`config.mk`:
```
export PLATFORM = sky130hd
export DESIGN_NAME = sprite_attribute_list_builder
export DESIGN_NICKNAME = d
export VERILOG_FILES = /design/src/design/sal_pkg.sv /design/src/design/sprite_attribute_list_builder.sv
export SDC_FILE = /design/constraint.sdc
export NUM_CORES = 1
export LEC_CHECK = 0
export ABC_AREA = 1
export BUFFER_PORTS_ARGS = -buffer_cell sky130_fd_sc_hd__buf_2
export CELL_PAD_IN_SITES_DETAIL_PLACEMENT = 1
export CELL_PAD_IN_SITES_GLOBAL_PLACEMENT = 1
export CORE_MARGIN = 4
export CORE_UTILIZATION = 50
export DETAILED_ROUTE_END_ITERATION = 8
export MAX_ROUTING_LAYER = met4
export PLACE_DENSITY_LB_ADDON = 0.12
export SYNTH_ARGS = -nofsm -noshare
export SYNTH_HDL_FRONTEND = slang
export SYNTH_SLANG_ARGS = --single-unit
```
`constraint.sdc`:
```
create_clock -name clk -period 4.2 [get_ports clk]
set_input_delay 0.84 -clock clk [delete_from_list [all_inputs] [get_ports clk]]
set_output_delay 0.84 -clock clk [all_outputs]
set_load 0.05 [all_outputs]
```
`src/design/sal_pkg.sv`:
```
package sal_pkg;

  localparam int TableDepth = 32;
  localparam int AddrW      = $clog2(TableDepth);
  localparam int FillW      = AddrW + 1;

  localparam logic [7:0] YSkip       = 8'hd1;
  localparam logic [7:0] YTerm       = 8'hd0;
  localparam int         OverflowBit = 6;

  typedef enum logic [2:0] {
    CMD_BEGIN    = 3'd0,
    CMD_ADD      = 3'd1,
    CMD_FINALIZE = 3'd2,
    CMD_COPY     = 3'd3,
    CMD_STATUS   = 3'd4
  } cmd_t;

  typedef enum logic {
    KIND_ACK   = 1'b0,
    KIND_ENTRY = 1'b1
  } kind_t;

  typedef enum logic {
    ST_IDLE,
    ST_COPY
  } state_t;

  typedef struct packed {
    logic [7:0] attr;
    logic [7:0] tile;
    logic [7:0] x;
    logic [7:0] y;
  } entry_t;

endpackage

```
`src/design/sprite_attribute_list_builder.sv`:
```
// Sprite attribute list builder. Commands arrive on the in_ stream with the command code in
// in_tuser: begin frame, add sprite, finalize, copy out and video status. A new command is
// taken every cycle as long as the out_ stream takes the add acknowledges. Copy out streams
// min(MAX_SPRITES + 1, 32) table entries, paced by the registered read of the table memory:
// each entry is loaded onto the out_ stream before the next read is issued, and no command is
// taken until its last beat is loaded. Table entries never written since reset read as zero
// through per-entry valid bits, so no clearing pass follows reset. flicker_enable is
// register 0 on the cfg_ port.
module sprite_attribute_list_builder
  import sal_pkg::*;
#(
  parameter int MAX_SPRITES = 32
) (
  input  logic        clk,
  input  logic        rst_n,
  input  logic        in_tvalid,
  output logic        in_tready,
  input  logic [39:0] in_tdata,    // pos_x, pos_y, tile_num, attr_byte, status_byte
  input  logic [2:0]  in_tuser,    // cmd
  output logic        out_tvalid,
  input  logic        out_tready,
  output logic [39:0] out_tdata,   // accepted, entry_y, entry_x, entry_tile, entry_attr, zeros
  output logic        out_tuser,   // result_kind
  output logic        out_tlast,   // last
  input  logic        cfg_psel,
  input  logic        cfg_penable,
  input  logic        cfg_pwrite,
  input  logic [2:0]  cfg_paddr,
  input  logic [31:0] cfg_pwdata,
  output logic [31:0] cfg_prdata,
  output logic        cfg_pready
);

  localparam int CopyN = (MAX_SPRITES + 1 > TableDepth) ? TableDepth : MAX_SPRITES + 1;

  state_t                state_r, state_nxt;
  logic [FillW-1:0]      fill_r, fill_nxt;
  logic                  parity_r, parity_nxt;
  logic                  flip_r, flip_nxt;
  logic                  ovf_r, ovf_nxt;
  logic                  flicker_r, flicker_nxt;
  logic [TableDepth-1:0] valid_r, valid_nxt;
  logic [AddrW-1:0]      cp_addr_r, cp_addr_nxt;
  logic                  cp_done_r, cp_done_nxt;
  logic                  rd_pend_r, rd_pend_nxt;
  logic                  rd_last_r, rd_last_nxt;
  logic                  out_vld_r, out_vld_nxt;
  logic                  out_kind_r, out_kind_nxt;
  logic                  out_acc_r, out_acc_nxt;
  logic                  out_last_r, out_last_nxt;
  entry_t                out_ent_r, out_ent_nxt;

  entry_t                mem [TableDepth];
  entry_t                rdata_r;
  logic                  rvalid_r;
  logic                  rd_en;
  logic                  wr_en;
  logic [3:0]            wr_be;
  logic [AddrW-1:0]      wr_addr;
  entry_t                wr_data;

  logic                  in_fire;
  logic                  out_free;
  cmd_t                  cmd;
  entry_t                in_ent;
  logic                  add_ok;
  logic                  store;
  logic                  cfg_wr;

  assign cmd       = cmd_t'(in_tuser);
  assign in_ent    = '{attr: in_tdata[31:24], tile: in_tdata[23:16],
                       x: in_tdata[7:0], y: in_tdata[15:8]};
  assign out_free  = !out_vld_r || out_tready;
  assign in_tready = (state_r == ST_IDLE) && out_free;
  assign in_fire   = in_tvalid && in_tready;
  assign add_ok    = fill_r < FillW'(MAX_SPRITES);

  assign cfg_pready = 1'b1;
  assign cfg_wr     = cfg_psel && cfg_penable && cfg_pwrite && cfg_pready && !cfg_paddr[2];
  assign cfg_prdata = cfg_paddr[2] ? 32'd0 : {31'd0, flicker_r};

  assign out_tvalid = out_vld_r;
  assign out_tuser  = out_kind_r;
  assign out_tlast  = out_last_r;
  assign out_tdata  = {7'd0, out_ent_r.attr, out_ent_r.tile, out_ent_r.x, out_ent_r.y,
                       out_acc_r};

  always_comb begin
    state_nxt    = state_r;
    fill_nxt     = fill_r;
    parity_nxt   = parity_r;
    flip_nxt     = flip_r;
    ovf_nxt      = ovf_r;
    flicker_nxt  = cfg_wr ? cfg_pwdata[0] : flicker_r;
    valid_nxt    = valid_r;
    cp_addr_nxt  = cp_addr_r;
    cp_done_nxt  = cp_done_r;
    rd_pend_nxt  = 1'b0;
    rd_last_nxt  = rd_last_r;
    out_vld_nxt  = out_vld_r && !out_tready;
    out_kind_nxt = out_kind_r;
    out_acc_nxt  = out_acc_r;
    out_last_nxt = out_last_r;
    out_ent_nxt  = out_ent_r;
    rd_en        = 1'b0;
    wr_en        = 1'b0;
    wr_be        = 4'hf;
    wr_addr      = fill_r[AddrW-1:0];
    wr_data      = in_ent;
    store        = 1'b0;

    unique case (state_r)
      ST_IDLE: begin
        if (in_fire) begin
          case (cmd)
            CMD_BEGIN: begin
              fill_nxt   = '0;
              parity_nxt = 1'b0;
              flip_nxt   = !flip_r;
            end
            CMD_ADD: begin
              if (add_ok && in_ent.y != YSkip) begin
                parity_nxt = !parity_r;
                store      = !(flicker_r && ovf_r) || (!parity_r == flip_r);
              end
              if (store) begin
                wr_en              = 1'b1;
                valid_nxt[wr_addr] = 1'b1;
                fill_nxt           = fill_r + FillW'(1);
              end
              out_vld_nxt  = 1'b1;
              out_kind_nxt = KIND_ACK;
              out_acc_nxt  = add_ok;
              out_last_nxt = 1'b1;
              out_ent_nxt  = '0;
            end
            CMD_FINALIZE: begin
              if (!fill_r[AddrW]) begin
                wr_en              = 1'b1;
                wr_be              = valid_r[wr_addr] ? 4'h1 : 4'hf;
                wr_data            = '{attr: 8'd0, tile: 8'd0, x: 8'd0, y: YTerm};
                valid_nxt[wr_addr] = 1'b1;
              end
            end
            CMD_COPY: begin
              state_nxt   = ST_COPY;
              cp_addr_nxt = '0;
              cp_done_nxt = 1'b0;
            end
            CMD_STATUS: begin
              ovf_nxt = in_tdata[32 + OverflowBit];
            end
            default: begin
            end
          endcase
        end
      end
      ST_COPY: begin
        if (rd_pend_r) begin
          out_vld_nxt  = 1'b1;
          out_kind_nxt = KIND_ENTRY;
          out_acc_nxt  = 1'b0;
          out_last_nxt = rd_last_r;
          out_ent_nxt  = rvalid_r ? rdata_r : '0;
          if (rd_last_r) begin
            state_nxt = ST_IDLE;
          end
        end else if (!cp_done_r && out_free) begin
          rd_en       = 1'b1;
          rd_pend_nxt = 1'b1;
          rd_last_nxt = cp_addr_r == AddrW'(CopyN - 1);
          cp_done_nxt = rd_last_nxt;
          cp_addr_nxt = cp_addr_r + AddrW'(1);
        end
      end
      default: begin
        state_nxt = ST_IDLE;
      end
    endcase
  end

  always_ff @(posedge clk) begin
    if (!rst_n) begin
      state_r   <= ST_IDLE;
      fill_r    <= '0;
      parity_r  <= 1'b0;
      flip_r    <= 1'b0;
      ovf_r     <= 1'b0;
      flicker_r <= 1'b0;
      valid_r   <= '0;
      cp_done_r <= 1'b0;
      rd_pend_r <= 1'b0;
      out_vld_r <= 1'b0;
    end else begin
      state_r   <= state_nxt;
      fill_r    <= fill_nxt;
      parity_r  <= parity_nxt;
      flip_r    <= flip_nxt;
      ovf_r     <= ovf_nxt;
      flicker_r <= flicker_nxt;
      valid_r   <= valid_nxt;
      cp_done_r <= cp_done_nxt;
      rd_pend_r <= rd_pend_nxt;
      out_vld_r <= out_vld_nxt;
    end
  end

  always_ff @(posedge clk) begin
    cp_addr_r  <= cp_addr_nxt;
    rd_last_r  <= rd_last_nxt;
    out_kind_r <= out_kind_nxt;
    out_acc_r  <= out_acc_nxt;
    out_last_r <= out_last_nxt;
    out_ent_r  <= out_ent_nxt;
  end

  always_ff @(posedge clk) begin
    if (wr_en) begin
      if (wr_be[0]) begin
        mem[wr_addr].y <= wr_data.y;
      end
      if (wr_be[1]) begin
        mem[wr_addr].x <= wr_data.x;
      end
      if (wr_be[2]) begin
        mem[wr_addr].tile <= wr_data.tile;
      end
      if (wr_be[3]) begin
        mem[wr_addr].attr <= wr_data.attr;
      end
    end
    if (rd_en) begin
      rdata_r  <= mem[cp_addr_r];
      rvalid_r <= valid_r[cp_addr_r];
    end
  end

endmodule
```
# Word level (Yosys, flattened, before mapping)
# Memory sizes are Yosys's and may differ from the RTL's. A register that Yosys moved wholly into a read port is not among the register bits.
# Index checks and enable logic that the tools add are counted.
# word_totals
memories	1
latchBits	0
word_cells	159
ram_bits	1024
mem_bits_ro	0
regBits	88
output_inout_bits	77
# mem_list
memory	depth	width	read_ports	rd_clocked_by_memory_dff	write_ports	line	source
mem	32	32	1	1	1	sprite_attribute_list_builder.sv:53	entry_t mem [TableDepth];
# classes
div_mod_pow	0
addsub	2
magnitude_cmp	4
eq_ne	16
bitwise_logic	3
n_mul	0
n_shift	0
reduce_logical	30
n_mux	83
# ops
cell	count
32-bit two-way mux	10
32-bit case mux with 2 select lines	2
1-bit two-way mux	48
32-bit OR	1
4-bit two-way mux	5
5-bit two-way mux	4
1-bit case mux with 2 select lines	8
5-bit by 6-bit < comparator with 1-bit output, second input constant	2
6-bit case mux with 2 select lines	1
3-bit AND reduction	4
4-bit AND reduction	3
1-bit binary-select mux with 5-bit select	2
1-bit logical AND	10
2-bit != test, second input constant	5
5-bit case mux with 2 select lines	1
2-bit by 1-bit != test with 1-bit output, second input constant	4
8-bit != test, second input constant	1
1-bit logical NOT	7
6-bit by 1-bit adder with 6-bit output, second input constant	1
3-bit by 2-bit == test with 1-bit output, second input constant	2
6-bit < comparator, second input constant	1
6-bit two-way mux	1
5-bit by 1-bit adder with 5-bit output, second input constant	1
1-bit demux with 5-bit select	1
other kinds (10)	13

# Logic depth before layout (Yosys ltp)
# Gate-level depths: netlist of run 1.
# depth
ltp_word	13
mapped_depth	14
mapped_depth_nobuf	10

# Worst setup path after synthesis of run 1
# Ideal clock, no wire load.
# synth_path
path_type	input to register
startpoint	in in_tuser[1]
endpoint	mem mem[0][10] (netlist name), enable pin
path_buffers	1
slack_ns	0.817
arrival_ns	2.970
stages	8
cell_sequence	inv_1 -> nand3_1 -> nor2_2 -> nand4_2 -> nand2_4 -> buf_6 -> nand3_1 -> a21oi_1
# synth_via
elab_chain_cells	7
word_cells_on_any_way	11
cone_classes	eq/ne (2); mux (9)
# synth_lines
item	line	source
from (decl)	sprite_attribute_list_builder.sv:19	input logic [2:0] in_tuser,
3-bit by 2-bit == test with 1-bit output	sprite_attribute_list_builder.sv:115	case (cmd)
4-bit two-way mux	sprite_attribute_list_builder.sv:115	
4-bit two-way mux	sprite_attribute_list_builder.sv:114	if (in_fire) begin
4-bit two-way mux	sprite_attribute_list_builder.sv:112	unique case (state_r)
1-bit two-way mux	sprite_attribute_list_builder.sv:222	if (wr_be[1]) begin
1-bit two-way mux *	sprite_attribute_list_builder.sv:218	if (wr_en) begin
1-bit two-way mux (not written as such) *	sprite_attribute_list_builder.sv:223	mem[wr_addr].x <= wr_data.x;
to (decl)	sprite_attribute_list_builder.sv:53	
# Mark *: on every way between the ends. The rest lies on a longest branch, timed or not.

# Worst setup path after layout of run 1
# layout_path
startpoint	reg fill_r[0]
endpoint	mem mem[18][19] (netlist name), enable pin
# layout_via
elab_chain_cells	12
word_cells_on_any_way	20
cone_classes	order compare (1); mux (18); reduce/logical (1)
# layout_lines
item	line	source
from (decl)	sprite_attribute_list_builder.sv:37	logic [FillW-1:0] fill_r, fill_nxt;
from (signal assigned)	sprite_attribute_list_builder.sv:196	fill_r <= fill_nxt;
6-bit < comparator	sprite_attribute_list_builder.sv:76	assign add_ok = fill_r < FillW'(MAX_SPRITES);
1-bit logical AND	sprite_attribute_list_builder.sv:122	if (add_ok && in_ent.y != YSkip) begin
1-bit two-way mux	sprite_attribute_list_builder.sv:122	
1-bit two-way mux	sprite_attribute_list_builder.sv:115	
1-bit two-way mux	sprite_attribute_list_builder.sv:114	
1-bit two-way mux	sprite_attribute_list_builder.sv:112	
1-bit two-way mux	sprite_attribute_list_builder.sv:126	if (store) begin
1-bit case mux with 2 select lines	sprite_attribute_list_builder.sv:115	
1-bit two-way mux	sprite_attribute_list_builder.sv:114	
1-bit two-way mux	sprite_attribute_list_builder.sv:112	
1-bit two-way mux	sprite_attribute_list_builder.sv:218	
1-bit two-way mux (not written as such)	sprite_attribute_list_builder.sv:226	mem[wr_addr].tile <= wr_data.tile;
# Several ways; a longest one is shown, not always the timed one. The select of a mux whose other input is x is not followed.

==> out/qor.tcl, run 1 <==
set qor(antenna_cells_inserted) 0
set qor(ys_types) 38
set qor(design.portCount) 162
set qor(die_y_um) 316
set qor(crit_fanout) 21
set qor(initialDrtViolationCount) 2893
set qor(cts.reportedPaths.clkPinSlew_ns) 0.06
set qor(power.net_switching_mw) 5.63
set qor(placer_s_final_routability_congestion_estimate) 0.831
set qor(drt_wl_total_um) 140000
set qor(tns_ns) 0
set qor(main_combinational_cell_family_by_area_after_synthesis) {simple AND/OR/NAND/NOR gates}
set qor(ys_seq_elements) 1144
set qor(synthesis_to_finish_area_growth_pct) 12.4
set qor(dp_hpwl_um) 80500
set qor(ratio_of_total_power_to_cell_area_mw_per_mm2) 460
set qor(remaining_drc_errors) 0
set qor(worst_clock_skew_ns) 0.0316
set qor(slew_headroom_pct) 22.1
set qor(utilization_pct) 56.8
set qor(fin_nets) 4276
set qor(htree_num_levels) 3
set qor(critPathRequiredTime_ns) 4.59
set qor(floorplan.die_area_mm2) 0.0996
set qor(netlist.top_cell.by_area) {edfxtp_1}
set qor(timing.final.setup_violations) 0
set qor(clock_tree_from_tritoncts) {done}
set qor(die_x_um) 316
set qor(worst_ir_drop_vdd_uv) 381
set qor(cts-root-to-sink-buffers) 3
set qor(final.hold.worst_slack_ns) 0.407
set qor(outcome) {completed}
set qor(gr-usage-all-layers_pct) 29.0
set qor(final_min_period_over_clock_period_pct) 81.5
set qor(internal_power_mw) 18.8
set qor(design.core.area_mm2) 0.0936
set qor(clock-sinks) 1144
set qor(cts-buffers-inserted) 119
set qor(power_frac_seq_pct) 51.6
set qor(final_max_slew_viol_count) 0
set qor(postCtsSetupBuffers) 0
set qor(synth.cell_area_mm2) 0.0473
set qor(synth_compound_area_share_pct) 8.37
set qor(power_share_of_the_clock_group_pct) 41.6
set qor(post-synth-top-area-fraction_pct) 69.7
set qor(cp_startpoint_kind) {flop}
set qor(drt_first_pass_iters) 7
set qor(cap_violations) 0
set qor(synth.area.top_cells) {edfxtp_1, nor2_1, o21ai_0}
set qor(place_inst) 5318
set qor(post_cts_resize_count) 0
set qor(cts_hold_buffers) 0
set qor(worst_skew_pair.late_latency_ns) 0.71
set qor(ys_seq_area_share_pct) 71.7
set qor(multiplexer_fraction_of_the_synthesized_cell_area_pct) 0
set qor(grt_antenna_before_repair) 0
set qor(final.min_clock_period_ns) 3.42
set qor(power.combinational.fraction_pct) 6.8
set qor(tightest_slew_ns) 1.17
set qor(largest_net_degree_at_the_start_of_global_routing) 240
set qor(vias_in_the_first_global_route) 33000
set qor(synthesis.yosys.warnings) 0
set qor(drt-wirelength-per-cell_um) 25.3
set qor(hold_violations) 0
set qor(leakage_nw) 18.9
set qor(avgSynthCellArea_um2) 11.5
set qor(post_synth_and_or_nand_nor_area_fraction_pct) 14.4
set qor(vias) 31700
set qor(yosys.area_share.adder_pct) 0.159
set qor(arrival_ns) 3.81
set qor(first_pass_grt_wire_length_um) 208000
set qor(grt_overflow) 0
set qor(fin_cells) 5538
set qor(grt_setup_unrepaired) {no}
set qor(num_rows) 112
set qor(post_drt_via_cell_ratio) 5.72
set qor(max_clock_freq_mhz) 292
set qor(final_layout_size_suffix_gt1_share_pct) 10.6
set qor(worstSetupPathType) {reg -> reg}
set qor(area_share_of_xor_xnor_cells_in_the_synthesized_design_pct) 0.0370
set qor(io_buffer_count) 82
set qor(holdCritPathClass) {in -> reg}
set qor(critical_path.endpoint_type) {flop}
set qor(synthCells) 4110
set qor(cts_root_buffer) {clkbuf_16}
set qor(initial_utilization_pct) 50.5
set qor(power.share.switching_pct) 23.0
set qor(ant_nets) 0
-- metrics by stage --
stage / power (mW) / cell area [um^2] / setup WS, ns
after floorplan: 13.9 / 47400 / 0.817
after global placement: 14.5 / 49400 / 0.628
after detailed placement: 14.5 / 49400 / 0.611
after CTS: 24.6 / 53100 / 0.833
after global routing: 25.3 / 53100 / 0.640
final: 24.5 / 53100 / 0.778
-- path summary, 6_finish.rpt --
check / from / to / slack [ns] / cells after the start
setup / recovery: fill_r[0]$_SDFFE_PN0P_ / mem[18][19]$_DFFE_PP_ / 0.78 / 11
hold / removal: cfg_pwdata[0] / flicker_r$_SDFFE_PN0P_ / 0.41 / 2
setup reg to reg: fill_r[0]$_SDFFE_PN0P_ / mem[18][19]$_DFFE_PP_ / 0.78 / 11
hold reg to reg: valid_r[20]$_SDFFE_PN0P_ / valid_r[20]$_SDFFE_PN0P_ / 0.48 / 2
-- power groups by stage --
stage	Sequential [mW]	Clock (mW)	Combinational (mW)
after floorplan	12.9	0	1.06
after global placement	12.9	0	1.60
after detailed placement	12.9	0	1.64
after CTS	12.6	10.3	1.66
after global routing	12.6	10.8	1.81
final	12.6	10.2	1.66
-- per-layer routing --
layer / vias up / part of all wire (%) / GRT usage (%)
met5: - / 0 / -
met4: 0 / 2.7 / 8.60
met3: 216 / 5.4 / 2.90
met2: 950 / 49 / 47.9
met1: 16200 / 42 / 38.8
li1: 14300 / - / -
-- registers in the layout (all words and copies together), names as in the netlist, 5 cells and up --
| name | flops |
|---|---|
| valid_r | 32 |
| out_tdata | 32 |
| mem | 1024 |
| fill_r | 6 |
| cp_addr_r | 5 |
| rdata_r | 32 |
-- worst max-delay path, stage by stage (launching register included) --
cell,delay [ns]
dfxtp_1,0.60
inv_2,0.47
nand2_1,0.10
nand3_1,0.09
nand2_1,0.05
nand2_1,0.07
nand2_1,0.05
nor2_1,0.23
nand2_4,0.36
buf_4,0.34
a21oi_4,0.44
buf_12,0.25
-- area by class of cell --
class	count	area, um^2
clock inverters	63	504
multi-input cells	2498	11400
inverters	219	850
clock buffers	157	3240
flip-flops and latches	1144	33900
repair buffers	203	1690
well taps	1254	1570
fillers	9676	40500
-- cells in the final DEF, fill, tap and decap left out, drive strengths merged, types with 2 or more instances in the layout --
cell type	synthesis	final
ha	6	6
nand4	4	4
clkinv	3	52
nor2	860	860
nand3	244	244
o211ai	49	49
conb	2	39
nand2	567	567
nor3	5	5
o22ai	32	32
o21ai	527	527
a31oi	2	2
a21oi	138	138
bufinv	0	8
edfxtp	1098	1098
dfxtp	46	46
clkbuf	89	157
or2	20	20
buf	197	203
inv	216	220
clkinvlp	0	2
-- cells in the mapped netlist (all sizes together) --
| library cell | instances |
|---|---|
| nand4 | 4 |
| a21oi | 138 |
| nor2 | 860 |
| a31oi | 2 |
| ha | 6 |
| conb | 2 |
| o211ai | 49 |
| xor2 | 1 |
| dfxtp | 46 |
| o21ai | 527 |
| or2 | 20 |
| nor3 | 5 |
| clkinv | 3 |
| clkbuf | 89 |
| nand2 | 567 |
| edfxtp | 1098 |
| nand3b | 1 |
| xnor2 | 1 |
| buf | 197 |
| o311a | 1 |
| nand3 | 244 |
| o22ai | 32 |
| nor3b | 1 |
| inv | 216 |
-- cell families after synthesis --
kind of cell	count (synthesis)
xor+xnor	2
fa+ha+maj	6
compound gates	749
simple gates	1702
buf+inv	505
flops	1144
other cells	2
(Power assumes the default switching activity.)
==> run 2, diff against run 1 <==
Settings changed: CORE_UTILIZATION 50 to 45.
Clock period 4.2 ns to 2.8 ns, I/O delays scaled along.
==> run 2 against run 1 <==
Cell area up 3.7%. Register-to-register slack worse by 0.51 ns. Clock skew down 0.00054 ns. Critical path depth unchanged. Non-clock buffer count up 111. Critical path type unchanged.
==> out/qor.tcl, run 2 (synthesized netlist as in run 1, its figures left out) <==
set qor(vias) 31800
set qor(cts_hold_buffers) 0
set qor(largest_net_degree_at_the_start_of_global_routing) 110
set qor(worst_clock_skew_ns) 0.0310
set qor(grt_overflow) 0
set qor(drt_first_pass_iters) 5
set qor(io_buffer_count) 82
set qor(worst_skew_pair.late_latency_ns) 0.72
set qor(drt-wirelength-per-cell_um) 24.3
set qor(holdCritPathClass) {in -> reg}
set qor(cap_violations) 0
set qor(htree_num_levels) 3
set qor(cts-buffers-inserted) 120
set qor(worstSetupPathType) {reg -> reg}
set qor(place_inst) 5555
set qor(utilization_pct) 53.0
set qor(vias_in_the_first_global_route) 33000
set qor(fin_cells) 5779
set qor(final_min_period_over_clock_period_pct) 90.5
set qor(antenna_cells_inserted) 0
set qor(die_y_um) 332
set qor(tightest_slew_ns) 1.36
set qor(leakage_nw) 19.7
set qor(cpMaxStageDelayCell) {edfxtp_1}
set qor(power.net_switching_mw) 8.64
set qor(postCtsSetupBuffers) 0
set qor(grt_antenna_before_repair) 1
set qor(hold_violations) 0
set qor(clock-sinks) 1144
set qor(die_x_um) 332
set qor(tns_ns) 0
set qor(largest_register_ffs) 1024
set qor(crit_fanout) 53
set qor(synthesis_to_finish_area_growth_pct) 16.5
set qor(remaining_drc_errors) 0
set qor(placer_s_final_routability_congestion_estimate) 0.812
set qor(crit_path_cell_trace) {buf_12, buf_12, buf_12, nor2_1, nor2_1, o21ai_0, nand3_1, nand2_1, nor2_1, nor2_1, nor2_1}
set qor(highest_cell_delay_on_the_worst_timing_path_ns) 0.45
set qor(power.combinational.fraction_pct) 7.2
set qor(internal_power_mw) 28.4
set qor(post_cts_resize_count) 0
set qor(cts.reportedPaths.clkPinSlew_ns) 0.06
set qor(post_drt_via_cell_ratio) 5.51
set qor(power_frac_seq_pct) 51.0
set qor(grt_setup_unrepaired) {no}
set qor(outcome) {completed}
set qor(cts_root_buffer) {clkbuf_16}
set qor(most_common_cell_after_layout_fill_and_taps_aside) {edfxtp_1}
set qor(cp_startpoint_kind) {flop}
set qor(final_max_slew_viol_count) 0
set qor(initialDrtViolationCount) 2878
set qor(mostFrequentLayoutCells) {edfxtp_1, nor2_1, nand2_1, o21ai_0, nand3_1}
set qor(fin_nets) 4388
set qor(gr-usage-all-layers_pct) 25.9
set qor(power.share.switching_pct) 23.3
set qor(power_share_of_the_clock_group_pct) 41.7
set qor(worst_ir_drop_vdd_uv) 488
set qor(ratio_of_total_power_to_cell_area_mw_per_mm2) 673
set qor(design.core.area_mm2) 0.104
set qor(largest-register) {mem}
set qor(final_layout_size_suffix_gt1_share_pct) 13.2
set qor(dp_hpwl_um) 85500
set qor(slew_headroom_pct) 8.98
set qor(drt_wl_total_um) 141000
set qor(initial_utilization_pct) 45.5
set qor(clock_tree_from_tritoncts) {done}
set qor(cp_common_cell) {nor2_1}
set qor(timing.final.setup_violations) 0
set qor(critPathRequiredTime_ns) 3.26
set qor(max_clock_freq_mhz) 394
set qor(num_rows) 118
set qor(critical_path.endpoint_type) {flop}
set qor(arrival_ns) 3.00
set qor(design.portCount) 162
set qor(ant_nets) 0
set qor(floorplan.die_area_mm2) 0.110
set qor(first_pass_grt_wire_length_um) 210000
set qor(cts-root-to-sink-buffers) 3
set qor(final.min_clock_period_ns) 2.54
## run 2: cell count changes in the layout (fill, tap and decap cells not counted), sizes merged
cell	previous run	this run
buf	203	314
clkinv	52	64
clkbuf	157	146
bufinv	8	9
clkinvlp	2	3
inv	220	221
## run 2: stage by stage
stage               instance area, um^2  setup slack (ns)  hold slack, ns  total power, mW
CTS                               55100             0.265          0.0838             37.3
floorplan                         47400            -0.303           0.431             20.9
finish                            55100             0.265           0.122             37.1
global placement                  51300             0.114           0.460             21.9
global route                      55100             0.115           0.122             38.3
detailed placement                51300            0.0411           0.465             21.9
## run 2: power by group through the flow
stage	sequential [mW]	combinational (mW)	clock [mW]
2_1_floorplan	19.3	1.59	0
3_3_place_gp	19.3	2.62	0
3_5_place_dp	19.3	2.68	0
4_1_cts	18.9	2.69	15.7
5_1_grt	18.9	2.92	16.5
6_report	18.9	2.68	15.5
## run 2: final cells by class
class | count | area (um^2)
clock inverter | 78 | 611
tap | 1380 | 1730
multi-input combinational | 2498 | 11400
clock buffer | 146 | 3160
sequential | 1144 | 33900
fill | 10800 | 48800
timing repair buffer | 314 | 3470
inverter | 219 | 850
## run 2: worst max-delay path: cells and delay by family (launching register included)
kind | cells | cell delay (ns)
flip-flops | 1 | 0.45
AO/OA/AOI/OAI | 1 | 0.15
AND/OR/NAND/NOR | 7 | 1.04
buffers and inverters | 3 | 0.57
## run 2: final timing paths
check / cells after the start / end / slack, ns / start
worst max register to register: 11 / rdata_r[0]$_DFFE_PP_ / 0.26 / cp_addr_r[0]$_SDFFCE_PN0P_
worst min-delay path: 2 / flicker_r$_SDFFE_PN0P_ / 0.12 / cfg_pwdata[0]
worst min register to register: 2 / valid_r[19]$_SDFFE_PN0P_ / 0.47 / valid_r[19]$_SDFFE_PN0P_
worst max-delay path: 11 / rdata_r[0]$_DFFE_PP_ / 0.26 / cp_addr_r[0]$_SDFFCE_PN0P_
## run 2: routing by layer
layer / global-route usage [%] / routed length [um] / vias up
li1: - / - / 14500
met1: 35.2 / 62000 / 16200
met2: 42.6 / 68600 / 831
met3: 2.71 / 7050 / 199
met4: 6.23 / 2990 / 0
met5: - / 0 / -
